[src/design/imu_pvi_pkg.sv]
// Package for the IMU position/velocity integrator.
// Holds the sequencer step type, the lane control struct, register indexes,
// reset values and the saturation helper. No dependencies.
`default_nettype none

package imu_pvi_pkg;

  // Config register indexes
  localparam logic [2:0] REG_ROT_ROW0  = 3'd0;
  localparam logic [2:0] REG_ROT_ROW1  = 3'd1;
  localparam logic [2:0] REG_ROT_ROW2  = 3'd2;
  localparam logic [2:0] REG_BIAS      = 3'd3;
  localparam logic [2:0] REG_GRAVITY   = 3'd4;
  localparam logic [2:0] REG_TICK      = 3'd5;

  localparam logic [47:0] ROT_ROW0_RST = 48'h0000_0000_4000;
  localparam logic [47:0] ROT_ROW1_RST = 48'h0000_4000_0000;
  localparam logic [47:0] ROT_ROW2_RST = 48'h4000_0000_0000;
  localparam logic [47:0] BIAS_RST     = 48'h0;
  localparam logic [15:0] GRAVITY_RST  = 16'd2511;
  localparam logic [31:0] TICK_RST     = 32'd4295;

  localparam logic [31:0] DT_MAX = 32'hFFFF_FFFF;

  typedef enum logic [3:0] {
    ST_IDLE,
    ST_TICKS,
    ST_DT,
    ST_MAC0,
    ST_MAC1,
    ST_MAC2,
    ST_ACC,
    ST_VDT,
    ST_ADV,
    ST_HALF,
    ST_SUM,
    ST_UPD
  } step_t;

  typedef struct packed {
    step_t step;
    logic  load;    // input transfer this cycle
    logic  commit;  // state update and output capture this cycle
  } ctrl_t;

  // Clamp a 36-bit signed value to the signed 32-bit range
  function automatic logic signed [31:0] sat32(input logic signed [35:0] x);
    logic signed [31:0] r;
    if (x[35:31] == 5'b00000 || x[35:31] == 5'b11111) begin
      r = x[31:0];
    end else if (x[35]) begin
      r = 32'sh8000_0000;
    end else begin
      r = 32'sh7FFF_FFFF;
    end
    return r;
  endfunction

endpackage

`default_nettype wire

[src/design/imu_pvi_dt.sv]
// Time step unit: tick difference against the stored timestamp and dt scaling.
// Depends on imu_pvi_pkg (ctrl_t, step codes, DT_MAX).
`default_nettype none

module imu_pvi_dt (
  input  wire                 clk,
  input  wire                 rst,
  input  imu_pvi_pkg::ctrl_t  ctrl,
  input  wire  [63:0]         sample_time,
  input  wire  [31:0]         tick_period,
  output logic [31:0]         dt
);

  logic [63:0] t_in;
  logic [63:0] last_time;
  logic        time_seen;
  logic [31:0] ticks;
  logic [31:0] ticks_next;
  logic [63:0] diff;
  logic [63:0] prod;

  assign diff = t_in - last_time;
  assign prod = ticks * tick_period;

  always_comb begin
    if (!time_seen || t_in < last_time) begin
      ticks_next = '0;
    end else if (diff[63:32] != 32'd0) begin
      ticks_next = imu_pvi_pkg::DT_MAX;
    end else begin
      ticks_next = diff[31:0];
    end
  end

  always_ff @(posedge clk) begin
    if (rst) begin
      last_time <= '0;
      time_seen <= 1'b0;
    end else if (ctrl.step == imu_pvi_pkg::ST_TICKS) begin
      last_time <= t_in;
      time_seen <= 1'b1;
    end
  end

  always_ff @(posedge clk) begin
    if (ctrl.load) begin
      t_in <= sample_time;
    end
    if (ctrl.step == imu_pvi_pkg::ST_TICKS) begin
      ticks <= ticks_next;
    end
    if (ctrl.step == imu_pvi_pkg::ST_DT) begin
      dt <= (prod[63:32] != 32'd0) ? imu_pvi_pkg::DT_MAX : prod[31:0];
    end
  end

endmodule

`default_nettype wire

[config.mk]
export PLATFORM = sky130hd
export DESIGN_NAME = imu_pvi_dt
export DESIGN_NICKNAME = d
export VERILOG_FILES = /design/src/design/imu_pvi_pkg.sv /design/src/design/imu_pvi_dt.sv
export SDC_FILE = /design/constraint.sdc
export NUM_CORES = 2
export LEC_CHECK = 0
export BUFFER_PORTS_ARGS = -buffer_cell sky130_fd_sc_hd__buf_2
export CAP_MARGIN = 20
export CORE_ASPECT_RATIO = 0.75
export CORE_MARGIN = 2
export CORE_UTILIZATION = 30
export CTS_CLUSTER_DIAMETER = 80
export DETAILED_ROUTE_END_ITERATION = 8
export GPL_TIMING_DRIVEN = 0
export PLACE_DENSITY = 0.52
export SLEW_MARGIN = 20
export SYNTH_ARGS = -nofsm -noshare
export SYNTH_HDL_FRONTEND = slang
export SYNTH_SLANG_ARGS = --single-unit
[constraint.sdc]
create_clock -name clk -period 26.5 [get_ports clk]
set_clock_uncertainty 0.1 [all_clocks]
set_input_delay 7.95 -clock clk [delete_from_list [all_inputs] [get_ports clk]]
set_output_delay 7.95 -clock clk [all_outputs]
set_load 0.01 [all_outputs]
After elaboration in Yosys (flattened, before gate mapping)
Index checks and enable logic that the tools add are counted.
{ "word_totals": {"regBits": 193, "latchBits": 0, "ramBits": 0, "mem_bits_ro": 0, "inputBits": 104, "out_inout_bits": 32, "wordCells": 15, "n_memories": 0} }
{ "op_classes": {"n_addsub": 1, "mul": 1, "n_div": 0, "magnitude_cmp": 1, "n_eq_ne": 2, "shift": 0, "n_mux": 1, "bitwise": 0, "n_reduce_logical": 4} }
{ "ops": {"columns": ["cell", "count"], "rows": [
  ["64-bit less-than comparator", 1],
  ["32-bit by 32-bit multiplier with 64-bit output", 1],
  ["32-bit nonzero test", 2],
  ["64-bit subtractor", 1],
  ["32-bit two-way mux", 1],
  ["4-bit by 1-bit equality test with 1-bit output (second input constant)", 1],
  ["4-bit by 2-bit equality test with 1-bit output (second input constant)", 1],
  ["1-bit zero test", 1],
  ["1-bit logical OR", 1]
]} }

Depth between registers and ports, before layout
{ "logic_depth": {"ltp_word": 3, "ltp_mapped": 33} }

Worst setup path before layout
No wires, ideal clock.
{ "synth_path": {"path_kind": "input-to-reg", "start": "in tick_period[5]", "end": "reg dt[11], data pin", "arrival_ns": 15.411, "required_ns": 26.145, "slack_ns": 10.733, "path_stages": 30, "path_cell_list": "clkbuf_1 > and2_1 > fa_1 > fa_1 > fa_1 > inv_1 > fa_1 > inv_1 > fa_1 > inv_1 > fa_1 > inv_1 > fa_1 > inv_1 > fa_1 > inv_1 > ha_1 > a21oi_1 > o21ai_0 > a21oi_1 > nand3_1 > a211o_1 > a31o_1 > a211oi_1 > o2111ai_1 > or4_1 > nor4_4 > buf_6 > buf_8 > nand2_2"} }
{ "synth_via": {"elab_chain_cells": 2} }
{ "synth_lines": {"columns": ["item", "line_no", "rtl"], "rows": [
  ["from (decl)", "imu_pvi_dt.sv:10", "input wire [31:0] tick_period,"],
  ["32-bit by 32-bit multiplier with 64-bit output *", "imu_pvi_dt.sv:23", "assign prod = ticks * tick_period;"],
  ["32-bit nonzero test", "imu_pvi_dt.sv:53", "dt <= (prod[63:32] != 32'd0) ? imu_pvi_pkg::DT_MAX : prod[31:0];"],
  ["to (signal assigned)", "imu_pvi_dt.sv:53", null],
  ["to (decl)", "imu_pvi_dt.sv:11", "output logic [31:0] dt"]
]} }
Mark *: on every way between the ends. The rest lies on a longest branch, timed or not.
A chain may end at the register's enable or synchronous reset.

Final worst setup path
{ "layout_path": {"start": "in tick_period[15]", "end": "reg dt[24], data pin"} }
The elaborated chain is that of the path after synthesis.

==> flow_metrics.env <==
export IMPL_outcome="complete, no violations"
export IMPL_synth_largest_area_cell="fa_1"
export IMPL_grt_ovfl_total=0
export IMPL_syn_nets=6191
export IMPL_grt_setup_unrepaired="false"
export IMPL_fin_tns_setup_ns=0
export IMPL_finalCritPeriodShare_pct=67.98
export IMPL_num_fill_cells=15210
export IMPL_dr_pass1_iters=6
export IMPL_max_stage_delay_ns=0.86
export IMPL_async_flop_share_pct=0
export IMPL_area_growth_pct=8.509
export IMPL_cts_max_path_buffers=2
export IMPL_numCtsBuffers=17
export IMPL_ctsResizeCount=0
export IMPL_core_area_sq_mm=0.1452
export IMPL_slew_headroom_pct=18.37
export IMPL_synth_area_leaders="fa_1 (41%), ha_1 (9.3%), edfxtp_1 (8.8%), and2_1 (7.6%), nand2_1 (6.9%)"
export IMPL_cts_reportedPaths_clkPinSlew_ns=0.08
export IMPL_synth_edf_count=128
export IMPL_dpl_hpwl_mm=138.9
export IMPL_cpMostUsedCell="fa_1"
export IMPL_final_max_slew_viol_count=0
export IMPL_die_area_sq_mm=0.1495
export IMPL_fmax_mhz=55.51
export IMPL_clock_root_buffer="clkbuf_16"
export IMPL_htree_levels=4
export IMPL_setup_viol=0
export IMPL_arrival_ns=18.12
export IMPL_synth_cell_type_count=76
export IMPL_avgSynthCellArea_sq_um=9.032
export IMPL_post_cts_setup_buffer_count=0
export IMPL_cts_hold_fix_buffers=0
export IMPL_grt_pass1_vias=35680
export IMPL_portBuffers=133
export IMPL_end_kind="register"
export IMPL_drv_cap=0
export IMPL_drt_iter0_drc=3050
export IMPL_hp_class="register to register"
export IMPL_core_rowCount=121
export IMPL_initial_core_util_pct=30.25
export IMPL_yosys_warnings=0
export IMPL_wl_per_cell_um=22.94
export IMPL_clkLatencyLatePin_ns=0.49
export IMPL_fp_dieH_um=335.4
export IMPL_drc=0
export IMPL_io_pins=136
export IMPL_syn_area_sq_mm=0.04392
export IMPL_cts_num_sinks=193
export IMPL_cp_start_kind="input pin"
export IMPL_synth_top_area_share_pct=40.88
export IMPL_track_usage_pct=21.60
export IMPL_critPathKind="input pin to register"
export IMPL_grt_max_degree=65
export IMPL_layout_min_cycle_time_ns=18.01
export IMPL_route_final_wire_length_mm=159.3
export IMPL_antenna_found_initial=13
export IMPL_die_w_um=445.8
export IMPL_tightest_slew_ns=1.224
export IMPL_drive_gt1_share_pct=4.211
export IMPL_crit_slowest_cell="clkbuf_1"
export IMPL_ys_flop_type="edfxtp_1"
export IMPL_syn_inst=4863
export IMPL_crit_required_ns=26.60
export IMPL_vias_per_cell=4.994
export IMPL_fin_nets=6350
export IMPL_ys_ff_latch=193
export IMPL_path_max_fanout=10
export IMPL_grt_pass1_wl_mm=238.3
export IMPL_gp_congestion=0.9964
export IMPL_cts_tree="yes"
export IMPL_hold_violations=0
export IMPL_ant_nets=0
export IMPL_num_vias=34670
export IMPL_yosysSeqAreaShare_pct=11.71
## layout by cell type (no fill, tap or decap), types with 8 or more instances in the layout
cell,instances
inv_1,787
o211ai_1,12
a221oi_1,12
ha_1,327
fa_1,897
dfxtp_1,65
nand2_2,10
a31oi_1,17
or3_1,8
o21ai_1,15
nand2b_1,14
a2111oi_0,9
o21ai_0,109
edfxtp_1,128
a21oi_1,281
nand4_1,55
o21bai_1,22
xnor2_1,52
o31ai_1,11
and2_1,532
nor2_1,120
nor3_1,22
o21a_1,12
nand2_1,802
a21o_1,36
buf_2,137
clkbuf_1,272
nand3_1,28
xor2_1,42
nor4_1,14
and3_1,14
and4_1,12
a211oi_1,21
clkbuf_16,18
## Yosys cell counts, types with 36 or more instances
| cell | instances |
|---|---|
| a21oi_1 | 281 |
| o21ai_0 | 109 |
| nand2_1 | 802 |
| and2_1 | 532 |
| fa_1 | 897 |
| xnor2_1 | 52 |
| nor2_1 | 120 |
| inv_1 | 787 |
| xor2_1 | 42 |
| clkbuf_1 | 275 |
| a21o_1 | 36 |
| ha_1 | 327 |
| edfxtp_1 | 128 |
| nand4_1 | 55 |
| dfxtp_1 | 65 |
## worst max-delay path, delay by kind of cell
family,cells,cell delay (ns)
compound gates,6,1.78
xor+xnor,1,0.18
buf+inv,9,2.09
simple gates,5,1.58
fa+ha+maj,9,4.48
## metrics by stage
stage | setup slack (ns) | utilization [%] | hold WS [ns] | std cells | cell area, sq um
floorplan | 10.73 | - | 0.3363 | 4863 | 43920
global placement | 7.966 | 32.35 | 0.3431 | 6902 | 46980
detailed placement | 7.992 | 32.40 | 0.3470 | 6908 | 47040
CTS | 8.485 | 32.81 | 0.3576 | 6940 | 47640
global route | 8.104 | 32.83 | 0.3707 | 6941 | 47660
finish | 8.485 | 32.83 | 0.3560 | 6942 | 47660
## kinds of logic (layout without fill, tap and decap cells)
family	after synthesis	in the layout	share of synthesized area, %
simple gates	1658	1658	18.42
mux	10	10	0.2393
xor+xnor	94	94	1.874
buf+inv	1072	1244	9.229
fa+ha+maj	1224	1224	50.20
compound gates	612	612	8.326
flops	193	193	11.71
other cells	0	1	0
## final cells by class
class	count	area, sq um	area share (%)
buffer	285	1104	2.315
antenna	1	2.502	0.005250
inverter	787	2954	6.198
multi-input combinational	3598	34730	72.87
clock inverter	14	153.9	0.3229
clock buffer	18	450.4	0.9451
sequential	193	5145	10.79
tap	1906	2385	5.004
timing repair buffer	140	735.7	1.544
## path summary, 6_finish.rpt
| path | startpoint | endpoint | depth (start not counted) | slack (ns) |
|---|---|---|---|---|
| max | tick_period[15] | dt[24]$_SDFFCE_PP1N_ | 30 | 8.49 |
| min | last_time[36]$_SDFFE_PP0N_ | last_time[36]$_SDFFE_PP0N_ | 2 | 0.36 |
| max reg2reg | ticks[19]$_SDFFCE_PP0N_ | dt[24]$_SDFFCE_PP1N_ | 28 | 15.35 |
| min reg2reg | last_time[36]$_SDFFE_PP0N_ | last_time[36]$_SDFFE_PP0N_ | 2 | 0.36 |
## per-layer routing
layer	share of wire (%)	wire (um)	GRT usage [%]	vias to the layer above
li1	-	-	-	15450
met1	47	74130	32.12	17700
met2	40	64500	30.64	1393
met3	11	18150	7.007	126
met4	1.6	2480	3.520	2
met5	0.0082	13	0	-
## registers in the layout, summed over array words and instances, names as in the netlist
| name | flops |
|---|---|
| time_seen | 1 |
| last_time | 64 |
| dt | 32 |
| ticks | 32 |
| t_in | 64 |
Power is not shown: default switching activity piles up to over one toggle a cycle in this logic, so the estimate is an artifact.
